--- config.mk ---
export PLATFORM = sky130hd
export DESIGN_NAME = four_key_click_long_repeat_scanner_core
export DESIGN_NICKNAME = d
export VERILOG_FILES = /design/src/design/fkscan_pkg.sv /design/src/design/fkscan_ctrl.sv /design/src/design/fkscan_dp.sv /design/src/design/four_key_click_long_repeat_scanner_core.sv
export SDC_FILE = /design/constraint.sdc
export NUM_CORES = 1
export LEC_CHECK = 0
export BUFFER_PORTS_ARGS = -buffer_cell sky130_fd_sc_hd__buf_2
export CAP_MARGIN = 20
export CELL_PAD_IN_SITES_DETAIL_PLACEMENT = 1
export CELL_PAD_IN_SITES_GLOBAL_PLACEMENT = 1
export CORE_ASPECT_RATIO = 0.5
export CORE_MARGIN = 3
export CORE_UTILIZATION = 56
export CTS_BUF_LIST = sky130_fd_sc_hd__clkbuf_4 sky130_fd_sc_hd__clkbuf_8
export DETAILED_ROUTE_END_ITERATION = 6
export PLACE_DENSITY_LB_ADDON = 0.2
export SKIP_LAST_GASP = 1
export SLEW_MARGIN = 20
export SYNTH_ARGS = -nofsm -noshare
export SYNTH_HDL_FRONTEND = slang
export SYNTH_SLANG_ARGS = --single-unit
export TNS_END_PERCENT = 1
--- constraint.sdc ---
create_clock -name clk_i -period 9.25 [get_ports clk_i]
set_input_delay 0.925 -clock clk_i [delete_from_list [all_inputs] [get_ports clk_i]]
set_output_delay 0.925 -clock clk_i [all_outputs]
set_load 0.05 [all_outputs]
--- src/design/fkscan_pkg.sv ---
// Shared types and constants for the four-key scanner.
// Used by fkscan_ctrl, fkscan_dp and four_key_click_long_repeat_scanner_core.
`default_nettype none
package fkscan_pkg;

  typedef logic [2:0] event_t;

  localparam event_t EV_NONE        = 3'd0;
  localparam event_t EV_ENTER_LONG  = 3'd5;
  localparam event_t EV_UP_REPEAT   = 3'd6;
  localparam event_t EV_DOWN_REPEAT = 3'd7;

  localparam logic [1:0] KEY_UP    = 2'd0;
  localparam logic [1:0] KEY_DOWN  = 2'd1;
  localparam logic [1:0] KEY_ENTER = 2'd2;
  localparam logic [1:0] KEY_BACK  = 2'd3;

  localparam logic [1:0] CFG_DEBOUNCE = 2'd0;
  localparam logic [1:0] CFG_LONG     = 2'd1;
  localparam logic [1:0] CFG_DELAY    = 2'd2;
  localparam logic [1:0] CFG_PERIOD   = 2'd3;

  localparam logic [7:0]  DEBOUNCE_RESET = 8'd3;
  localparam logic [15:0] LONG_RESET     = 16'd80;
  localparam logic [15:0] DELAY_RESET    = 16'd40;
  localparam logic [7:0]  PERIOD_RESET   = 8'd5;

  typedef enum logic [1:0] {
    PH_RELEASED = 2'd0,
    PH_PRESSED  = 2'd1,
    PH_LOCKED   = 2'd2
  } phase_e;

  typedef enum logic [1:0] {
    ST_IDLE = 2'd0,
    ST_SCAN = 2'd1,
    ST_MOD  = 2'd2,
    ST_DONE = 2'd3
  } state_e;

  typedef struct packed {
    logic load;
    logic step;
    logic mod_step;
    logic emit;
  } cmd_t;

  typedef struct packed {
    logic stop;
    logic need_mod;
    logic last_key;
    logic mod_last;
    logic mod_zero;
    logic out_free;
  } status_t;

endpackage
`default_nettype wire

--- src/design/fkscan_ctrl.sv ---
// Controller state machine of the four-key scanner.
// Depends on fkscan_pkg; drives commands to fkscan_dp.
`default_nettype none
module fkscan_ctrl (
  input  wire                 clk_i,
  input  wire                 rst_ni,
  input  wire                 in_valid_i,
  output logic                in_stall_o,
  input  fkscan_pkg::status_t status_i,
  output fkscan_pkg::cmd_t    cmd_o
);

  fkscan_pkg::state_e state_q, state_d;

  always_ff @(posedge clk_i or negedge rst_ni) begin
    if (!rst_ni) begin
      state_q <= fkscan_pkg::ST_IDLE;
    end else begin
      state_q <= state_d;
    end
  end

  always_comb begin
    state_d = state_q;
    unique case (state_q)
      fkscan_pkg::ST_IDLE: begin
        if (in_valid_i) state_d = fkscan_pkg::ST_SCAN;
      end
      fkscan_pkg::ST_SCAN: begin
        if (status_i.stop) state_d = fkscan_pkg::ST_DONE;
        else if (status_i.need_mod) state_d = fkscan_pkg::ST_MOD;
        else if (status_i.last_key) state_d = fkscan_pkg::ST_DONE;
      end
      fkscan_pkg::ST_MOD: begin
        if (status_i.mod_last) begin
          if (status_i.mod_zero || status_i.last_key) state_d = fkscan_pkg::ST_DONE;
          else state_d = fkscan_pkg::ST_SCAN;
        end
      end
      fkscan_pkg::ST_DONE: begin
        if (status_i.out_free) state_d = fkscan_pkg::ST_IDLE;
      end
      default: state_d = fkscan_pkg::ST_IDLE;
    endcase
  end

  always_comb begin
    cmd_o      = '0;
    in_stall_o = 1'b1;
    unique case (state_q)
      fkscan_pkg::ST_IDLE: begin
        in_stall_o = 1'b0;
        cmd_o.load = in_valid_i;
      end
      fkscan_pkg::ST_SCAN: cmd_o.step = 1'b1;
      fkscan_pkg::ST_MOD:  cmd_o.mod_step = 1'b1;
      fkscan_pkg::ST_DONE: cmd_o.emit = status_i.out_free;
      default: cmd_o = '0;
    endcase
  end

  a_load_to_scan: assert property (@(posedge clk_i) disable iff (!rst_ni)
    cmd_o.load |=> state_q == fkscan_pkg::ST_SCAN)
    else $error("A loaded beat did not start the scan.");

  a_mod_from_scan: assert property (@(posedge clk_i) disable iff (!rst_ni)
    (state_q == fkscan_pkg::ST_MOD && $past(state_q) != fkscan_pkg::ST_MOD)
      |-> $past(state_q) == fkscan_pkg::ST_SCAN && $past(status_i.need_mod))
    else $error("The remainder unit started without a repeat check.");

endmodule
`default_nettype wire

--- src/design/fkscan_dp.sv ---
// Datapath of the four-key scanner: settings, key phases and hold counters,
// the serial remainder unit and the output register. Depends on fkscan_pkg.
`default_nettype none
module fkscan_dp (
  input  wire                 clk_i,
  input  wire                 rst_ni,
  input  wire                 cfg_we_i,
  input  wire  [1:0]          cfg_idx_i,
  input  wire  [15:0]         cfg_data_i,
  input  wire  [3:0]          levels_i,
  input  fkscan_pkg::cmd_t    cmd_i,
  output fkscan_pkg::status_t status_o,
  output logic                out_valid_o,
  input  wire                 out_stall_i,
  output fkscan_pkg::event_t  key_event_o
);

  logic [7:0]  debounce_q;
  logic [15:0] long_q;
  logic [15:0] delay_q;
  logic [7:0]  period_q;

  fkscan_pkg::phase_e phase_q [4];
  logic [15:0]        count_q [4];

  logic [3:0]          levels_q;
  logic [1:0]          key_q;
  fkscan_pkg::event_t  event_q;
  logic [15:0]         div_q;
  logic [7:0]          rem_q;
  logic [3:0]          mod_cnt_q;
  logic                out_valid_q;
  fkscan_pkg::event_t  key_event_q;

  logic               pressed;
  fkscan_pkg::phase_e cur_phase;
  logic [15:0]        cur_count;
  logic [15:0]        count_inc;
  logic               stop;
  logic               need_mod;
  logic [7:0]         period_eff;
  logic [8:0]         trial;
  logic [7:0]         rem_next;
  logic               mod_last;
  logic               mod_zero;

  assign cur_phase  = phase_q[key_q];
  assign cur_count  = count_q[key_q];
  assign pressed    = ~levels_q[key_q];
  assign count_inc  = cur_count + 16'd1;
  assign period_eff = (period_q == 8'd0) ? 8'd1 : period_q;

  always_comb begin
    stop     = 1'b0;
    need_mod = 1'b0;
    if (pressed && cur_phase == fkscan_pkg::PH_PRESSED) begin
      if (key_q == fkscan_pkg::KEY_ENTER) begin
        stop = count_inc >= long_q;
      end else if (key_q == fkscan_pkg::KEY_UP || key_q == fkscan_pkg::KEY_DOWN) begin
        need_mod = count_inc >= delay_q;
      end
    end
  end

  assign trial    = {rem_q, div_q[15]};
  assign rem_next = (trial >= {1'b0, period_eff}) ? 8'(trial - {1'b0, period_eff})
                                                   : trial[7:0];
  assign mod_last = mod_cnt_q == 4'd15;
  assign mod_zero = rem_next == 8'd0;

  assign status_o.stop     = stop;
  assign status_o.need_mod = need_mod;
  assign status_o.last_key = key_q == fkscan_pkg::KEY_BACK;
  assign status_o.mod_last = mod_last;
  assign status_o.mod_zero = mod_zero;
  assign status_o.out_free = !out_valid_q || !out_stall_i;

  always_ff @(posedge clk_i or negedge rst_ni) begin
    if (!rst_ni) begin
      debounce_q <= fkscan_pkg::DEBOUNCE_RESET;
      long_q     <= fkscan_pkg::LONG_RESET;
      delay_q    <= fkscan_pkg::DELAY_RESET;
      period_q   <= fkscan_pkg::PERIOD_RESET;
    end else if (cfg_we_i) begin
      unique case (cfg_idx_i)
        fkscan_pkg::CFG_DEBOUNCE: debounce_q <= cfg_data_i[7:0];
        fkscan_pkg::CFG_LONG:     long_q     <= cfg_data_i;
        fkscan_pkg::CFG_DELAY:    delay_q    <= cfg_data_i;
        fkscan_pkg::CFG_PERIOD:   period_q   <= cfg_data_i[7:0];
        default: ;
      endcase
    end
  end

  always_ff @(posedge clk_i or negedge rst_ni) begin
    if (!rst_ni) begin
      for (int i = 0; i < 4; i++) begin
        phase_q[i] <= fkscan_pkg::PH_RELEASED;
        count_q[i] <= 16'd0;
      end
      key_q     <= 2'd0;
      event_q   <= fkscan_pkg::EV_NONE;
      mod_cnt_q <= 4'd0;
    end else begin
      if (cmd_i.load) begin
        key_q   <= 2'd0;
        event_q <= fkscan_pkg::EV_NONE;
      end else if (cmd_i.step) begin
        if (pressed) begin
          unique case (cur_phase)
            fkscan_pkg::PH_RELEASED: begin
              count_q[key_q] <= count_inc;
              if (count_inc >= {8'd0, debounce_q}) phase_q[key_q] <= fkscan_pkg::PH_PRESSED;
            end
            fkscan_pkg::PH_PRESSED: begin
              count_q[key_q] <= count_inc;
              if (stop) begin
                phase_q[key_q] <= fkscan_pkg::PH_LOCKED;
                event_q        <= fkscan_pkg::EV_ENTER_LONG;
              end
            end
            default: ;
          endcase
        end else begin
          if (cur_phase == fkscan_pkg::PH_PRESSED) event_q <= {1'b0, key_q} + 3'd1;
          phase_q[key_q] <= fkscan_pkg::PH_RELEASED;
          count_q[key_q] <= 16'd0;
        end
        mod_cnt_q <= 4'd0;
        if (!stop && !need_mod) key_q <= key_q + 2'd1;
      end else if (cmd_i.mod_step) begin
        mod_cnt_q <= mod_cnt_q + 4'd1;
        if (mod_last) begin
          if (mod_zero) begin
            event_q <= (key_q == fkscan_pkg::KEY_UP) ? fkscan_pkg::EV_UP_REPEAT
                                                     : fkscan_pkg::EV_DOWN_REPEAT;
          end else begin
            key_q <= key_q + 2'd1;
          end
        end
      end
    end
  end

  always_ff @(posedge clk_i) begin
    if (cmd_i.load) levels_q <= levels_i;
    if (cmd_i.step) begin
      div_q <= count_inc - delay_q;
      rem_q <= 8'd0;
    end else if (cmd_i.mod_step) begin
      div_q <= {div_q[14:0], 1'b0};
      rem_q <= rem_next;
    end
  end

  always_ff @(posedge clk_i or negedge rst_ni) begin
    if (!rst_ni) begin
      out_valid_q <= 1'b0;
    end else if (cmd_i.emit) begin
      out_valid_q <= 1'b1;
    end else if (!out_stall_i) begin
      out_valid_q <= 1'b0;
    end
  end

  always_ff @(posedge clk_i) begin
    if (cmd_i.emit) key_event_q <= event_q;
  end

  assign out_valid_o = out_valid_q;
  assign key_event_o = key_event_q;

  a_rem_below_period: assert property (@(posedge clk_i) disable iff (!rst_ni)
    cmd_i.mod_step |-> rem_q < period_eff)
    else $error("Partial remainder reached the repeat period.");

  a_long_locks: assert property (@(posedge clk_i) disable iff (!rst_ni)
    (cmd_i.emit && event_q == fkscan_pkg::EV_ENTER_LONG)
      |-> phase_q[fkscan_pkg::KEY_ENTER] == fkscan_pkg::PH_LOCKED)
    else $error("Long press reported without locking the enter key.");

endmodule
`default_nettype wire

--- src/design/four_key_click_long_repeat_scanner_core.sv ---
// Four-key scanner with debounce, click, long press and auto repeat.
// Each accepted input beat is one scan tick and yields exactly one output beat
// with key_event_o (0 when nothing happened). Keys are visited one per cycle in
// the order up, down, enter, back, except while an up or down key that has
// reached its repeat delay runs a bit-serial remainder of its 16-bit hold count
// past the delay against the repeat period. The next beat is taken once the
// result has been placed in the output register. Settings are to be written
// through cfg_we_i / cfg_idx_i / cfg_data_i only while the block is idle; the
// user is bound by this, as the block itself does not enforce it.
// Depends on fkscan_pkg, fkscan_ctrl and fkscan_dp.
`default_nettype none
module four_key_click_long_repeat_scanner_core (
  input  wire         clk_i,
  input  wire         rst_ni,
  input  wire         cfg_we_i,
  input  wire  [1:0]  cfg_idx_i,
  input  wire  [15:0] cfg_data_i,
  input  wire         in_valid_i,
  output logic        in_stall_o,
  input  wire         up_level_i,
  input  wire         down_level_i,
  input  wire         enter_level_i,
  input  wire         back_level_i,
  output logic        out_valid_o,
  input  wire         out_stall_i,
  output logic [2:0]  key_event_o
);

  fkscan_pkg::cmd_t    cmd;
  fkscan_pkg::status_t status;

  fkscan_ctrl u_ctrl (
    .clk_i      (clk_i),
    .rst_ni     (rst_ni),
    .in_valid_i (in_valid_i),
    .in_stall_o (in_stall_o),
    .status_i   (status),
    .cmd_o      (cmd)
  );

  fkscan_dp u_dp (
    .clk_i       (clk_i),
    .rst_ni      (rst_ni),
    .cfg_we_i    (cfg_we_i),
    .cfg_idx_i   (cfg_idx_i),
    .cfg_data_i  (cfg_data_i),
    .levels_i    ({back_level_i, enter_level_i, down_level_i, up_level_i}),
    .cmd_i       (cmd),
    .status_o    (status),
    .out_valid_o (out_valid_o),
    .out_stall_i (out_stall_i),
    .key_event_o (key_event_o)
  );

endmodule
`default_nettype wire

* After elaboration in Yosys (flattened, before gate mapping)
Index checks and enable logic that the tools add are counted.
Storage, ports and cells: flip-flop bits (word level) 163, output and inout bits 5, logic and storage cells 163
Operators by class: $add $sub $neg 6, order comparisons 7, equal/unequal tests 22, mux-type cells 61, bitwise gates (word level) 13, reduce and logical (&&, ||, !) cells 33
Operators by type and width (count):
- 64-bit 2-to-1 mux | 2
- 16-bit 2-to-1 mux | 5
- 64-bit AND | 1
- 64-bit bitwise mux | 1
- 64-bit NOT | 1
- 8-bit 2-to-1 mux | 5
- 16-bit binary-select mux with 2-bit select | 1
- 16-bit demux with 2-bit select | 1
- 16-bit >= comparator | 2
- 2-bit 2-to-1 mux | 16
- 3-bit 2-to-1 mux | 9
- 16-bit by 1-bit adder with 16-bit output (second input constant) | 1
- 16-bit by 8-bit >= comparator with 1-bit output | 1
- 8-bit logical NOT | 2
- 8-bit case mux with 2 select lines | 1
- 16-bit subtractor | 1
- 1-bit 2-to-1 mux | 14
- 2-bit == test (second input constant) | 6
- 3-bit by 1-bit != test with 1-bit output (second input constant) | 4
- 3-bit nonzero test | 4
- 2-bit AND reduction | 5
- 5-bit AND reduction | 2
- 9-bit by 8-bit >= comparator with 1-bit output | 1
- 4-bit AND | 2
- other kinds (32) | 54

* Longest topological paths before layout
depth after elaboration 14, mapped depth 18, gate-level depth less buffers 16

* By module
From an unflattened synthesis, not the netlist that was laid out.
Second synthesis, totals: cells, all modules 793, area, all modules 9281.4 sq um
By module, submodules not included:
- fkscan_dp | instances 1, cells each 779, area each 9140.0 sq um
- fkscan_ctrl | instances 1, cells each 14, area each 141.4 sq um

* Worst setup path after synthesis
No wires, ideal clock.
kind register to register, from reg u_dp.key_q[0], to reg u_dp.key_q[0], setup time 0.125 ns, data arrival time 4.302 ns, data required time 9.125 ns, setup slack 4.823 ns, cell stages (with the launch flop) 19, path buffers 2, clock period less this slack 4.427 ns, path through dfrtp_1 > buf_6 > buf_12 > mux4_2 > and3_1 > and2_1 > nand3_1 > xor2_2 > inv_1 > ha_1 > a21o_1 > a21o_1 > a21oi_1 > and2b_2 > a2111oi_0 > o31a_1 > o31ai_4 > a221oi_4 > mux2_4
Between the ends: word-level cells in the longest chain between the ends 13, elaborated cells between the ends (all ways) 36
RTL lines:
- from (decl) | RTL line fkscan_dp.sv:27 | logic [1:0] key_q;
- from (signal assigned) | RTL line fkscan_dp.sv:130 | if (!stop && !need_mod) key_q <= key_q + 2'd1;
- from (signal assigned) | RTL line fkscan_dp.sv:138 | key_q <= key_q + 2'd1;
- 2-bit NOT with 3-bit output (implied by the code) | RTL line fkscan_dp.sv:47, fkscan_dp.sv:48
- 16-bit binary-select mux with 2-bit select | RTL line fkscan_dp.sv:48 | assign cur_count = count_q[key_q];
- 16-bit 2-to-1 mux (implied by the code) (2 in a row) | RTL line fkscan_dp.sv:48
- 16-bit by 1-bit adder with 16-bit output | RTL line fkscan_dp.sv:50 | assign count_inc = cur_count + 16'd1;
- 16-bit >= comparator | RTL line fkscan_dp.sv:60 | need_mod = count_inc >= delay_q;
- 1-bit 2-to-1 mux | RTL line fkscan_dp.sv:59 | end else if (key_q == fkscan_pkg::KEY_UP || key_q == fkscan_pkg::KEY_DOWN) begin
- 1-bit 2-to-1 mux | RTL line fkscan_dp.sv:57 | if (key_q == fkscan_pkg::KEY_ENTER) begin
- 1-bit 2-to-1 mux | RTL line fkscan_dp.sv:56 | if (pressed && cur_phase == fkscan_pkg::PH_PRESSED) begin
- 1-bit logical NOT | RTL line fkscan_dp.sv:130
- 1-bit logical AND | RTL line fkscan_dp.sv:130
- 3-bit by 1-bit != test with 1-bit output (no source line)
- 4-bit AND reduction (no source line)
Several ways; a longest one is shown, not always the timed one. The select of a mux whose other input is x is not followed. A chain may end at the register's enable or synchronous reset.

* Final worst setup path
Ends and elaborated chain as after synthesis.

==> out/metrics.csv <==
stage,metric,value,unit
clock_network,cts_root_buf,clkbuf_8,
placement,dp_hpwl,17740,µm
sta,rsz0062_at_grt,no,
routing,vias,6944,
synthesis,synthTopCellsByArea,"dfrtp_1 33%, mux2_2 10%, ha_1 7.7%, edfxtp_1 7.3%, mux4_2 3.1%",
routing,drt_iter0_drc,468,
die,die_w,189.6,µm
sta,drv_slew,0,
setup_path,reg2reg_slack,3.83,ns
synthesis,synth_top_cell_by_area,dfrtp_1,
die,initial_core_util,59.23,%
synthesis,ys.warnings.count,0,
sta,period_share,58.55,%
die,die_area,18540,µm²
die,io_pins,32,
power,p_per_area,296.5,nW/µm²
sta,fin_skew,0.01725,ns
clock_network,clk_pin_slew,0.09,ns
setup_path,cp-startpoint,u_dp.key_q[0]$_DFFE_PN0P_,
cells_and_area,diodes,0,
clock_network,cts_tree,yes,
sta,hold_viol_final,0,
setup_path,crit_fanout,25,
grt,grt_start_max_net_pins,73,
clock_network,cts.path.max_buffers,2,
clock_network,worstSkewPairLatency,0.49,ns
grt,track_usage,28.20,%
clock_network,cts_sinks,163,
synthesis,synth_edf_count,23,
setup_path,worstPathRequired,9.62,ns
sta,finalSetupViolCount,0,
synthesis,synth_fa_ha_area_share,8.113,%
sta,fmax,0.1846,GHz
placement,io_buffers,31,
run,cap_violations,0,
synthesis,muxShareOfSynthArea,16.82,%
synthesis,synth_top_family_by_area,multiplexers,
synthesis,synth_nets,942,
synthesis,synth-compound-area-share,12.45,%
synthesis,synth-xor-area-share,2.572,%
sta,max-slew-margin-rel,32.46,%
grt,antenna_found_initial,0,
setup_path,arrival,5.79,ns
synthesis,synth_top_area_share,32.88,%
clock_network,cts-buffers-inserted,17,
power,peakVddDrop,0.1338,mV
outcome,outcome,completed,
clock_network,cts_setup_buffers,0,
cells_and_area,drive_gt1_share,22.54,%
synthesis,synthSimpleGateAreaFrac,11.24,%
synthesis,netlist_instances,855,
die,core,15940,µm²
synthesis,synthArstFlopShare,80.98,%
routing,wirelength,25190,µm
die,rows,32,
synthesis,yosysMostFrequentCell,dfrtp_1,
synthesis,synthesis.area,9438,µm²
routing,drcViolationCount,0,
worst_hold_path,min_path_type,flip-flop to flip-flop,
worst_hold_path,worstHoldStart,u_dp.event_q[0]$_DFFE_PN0P_,
cells_and_area,area_delta_synth_final,7.888,%
die,fp.dieH,97.80,µm
grt,grt_pass1_wl,40600,µm
cells_and_area,nets,970,
placement,place.gp.congestion,0.8605,
synthesis,ys_seq_area_share,44.12,%
clock_network,cts_hold_buffers,0,
setup_path,r2r-start,u_dp.key_q[0]$_DFFE_PN0P_,
grt,grt_overflow,0,
sta,worstMarginPinSlew,1.010,ns
sta,finalCriticalPeriod,5.416,ns
clock_network,cts.htree.levels,4,
sta,setup_ws,3.834,ns
placement,dp_slack,4.017,ns
synthesis,ys_ff_latch,163,
synthesis,avgSynthCellArea,11.04,µm²
routing,ant_nets,0,
setup_path,worstSetupPathType,flip-flop to flip-flop,
power,p_leak,4.716,nW
routing,wl_per_cell,22.55,µm
synthesis,synth_cell_type_count,76,
setup_path,cp-end-kind,flip-flop,
grt,grt_pass1_vias,7437,
synthesis,ys.flop_type,dfrtp_1,
routing,vias_per_cell,6.217,
setup_path,start_kind,flip-flop,
sta,tns,0,ns
routing,dr.pass1.iters,7,
synthesis,synthTopCellsByCount,"124 x dfrtp_1, 88 x mux2_2, 73 x nand2_1",
clock_network,ctsResizeCount,0,
cells in the final DEF (no fill, tap or decap), drive strengths merged, types with 5 or more instances in the layout:
master / count
nor3b: 6
and2: 11
nor4: 5
xnor2: 18
edfxtp: 23
buf: 38
mux2i: 12
a211oi: 9
a21o: 15
clkbuf: 21
nor2b: 6
o21a: 9
dfstp: 8
mux2: 90
nor3: 19
a21oi: 27
dfxtp: 8
nand4: 9
nand2: 73
o31ai: 31
ha: 58
o21ai: 44
dfrtp: 124
mux4: 19
nand3: 17
nor2: 43
inv: 74
xor2: 8
nand2b: 5
stage by stage:
step / hold WS, ns / total power, W / util (%) / area (µm²) / instances
global placement: 0.4339 / 0.002330 / 61.20 / 9753 / 1085
finish: 0.4590 / 0.003019 / 63.90 / 10180 / 1117
CTS: 0.4638 / 0.003012 / 63.85 / 10170 / 1117
global route: 0.4902 / 0.003212 / 63.90 / 10180 / 1117
detailed placement: 0.4419 / 0.002415 / 61.20 / 9753 / 1085
floorplan: 0.4178 / 0.002059 / - / 9438 / 855
cells by family (layout without fill, tap and decap cells):
| kind of cell | Yosys count | in the layout |
|---|---|---|
| buffers and inverters | 101 | 142 |
| adders and majority gates | 60 | 60 |
| DFF | 163 | 163 |
| muxes | 121 | 121 |
| xor gates and xnor gates | 26 | 26 |
| AOI/OAI and AO/OA | 170 | 170 |
| and+or+nand+nor | 214 | 214 |
final timing paths:
kind,end,depth (start not counted)
max,u_dp.key_q[0]$_DFFE_PN0P_,15
min,u_dp.key_event_o[0]$_DFFE_PP_,0
max reg2reg,u_dp.key_q[0]$_DFFE_PN0P_,15
min reg2reg,u_dp.key_event_o[0]$_DFFE_PP_,0
max in group asynchronous,u_dp.period_q[3]$_DFFE_PN0P_,2
min in group asynchronous,u_dp.count_q[37]$_DFFE_PN0P_,1
registers in the layout, summed over array words and instances, names as in the netlist, 4 cells and up, named ones only:
register and flops:
u_dp.period_q 8, u_dp.div_q 16, u_dp.count_q 64, u_dp.rem_q 8, u_dp.mod_cnt_q 4, u_dp.levels_q 4, u_dp.delay_q 16, u_dp.debounce_q 8
u_dp.long_q 16
layer usage:
metal,GRT usage (%),wire length [µm],vias up
met5,0,0,-
met4,9.648,632,0
met3,5.022,983,57
met2,46.18,12050,157
met1,38.37,11520,3577
li1,-,-,3153
where the power goes:
| group | total [W] | internal [W] | switching (W) |
|---|---|---|---|
| Clock | 0.000572 | 0.000284 | 0.000287 |
| Combinational | 0.00143 | 0.000544 | 0.000885 |
| Sequential | 0.00102 | 0.000923 | 0.0000952 |
area by class of cell:
| type | count | area [µm²] |
|---|---|---|
| Inverter | 72 | 270.3 |
| Fill cell | 1737 | 5753 |
| Clock buffer | 21 | 270.3 |
| Tap cell | 221 | 276.5 |
| Clock inverter | 11 | 151.4 |
| Timing Repair Buffer | 38 | 210.2 |
| Multi-Input combinational cell | 591 | 4840 |
| Sequential cell | 163 | 4164 |
worst max-delay path, cell delays in order (launching register included):
cell and delay (ns):
dfrtp_1 0.34, buf_4 0.38, mux4_1 0.74, and2_1 0.26, and2_1 0.19, xor2_1 0.44
ha_1 0.41, a21oi_1 0.29, o21ai_0 0.17, a2111oi_0 0.43, o21bai_1 0.23, o311a_1 0.41
o21ai_2 0.21, o31ai_4 0.14, a221oi_4 0.32, mux2_4 0.33
No activity file was read; power rests on OpenSTA's default activity.
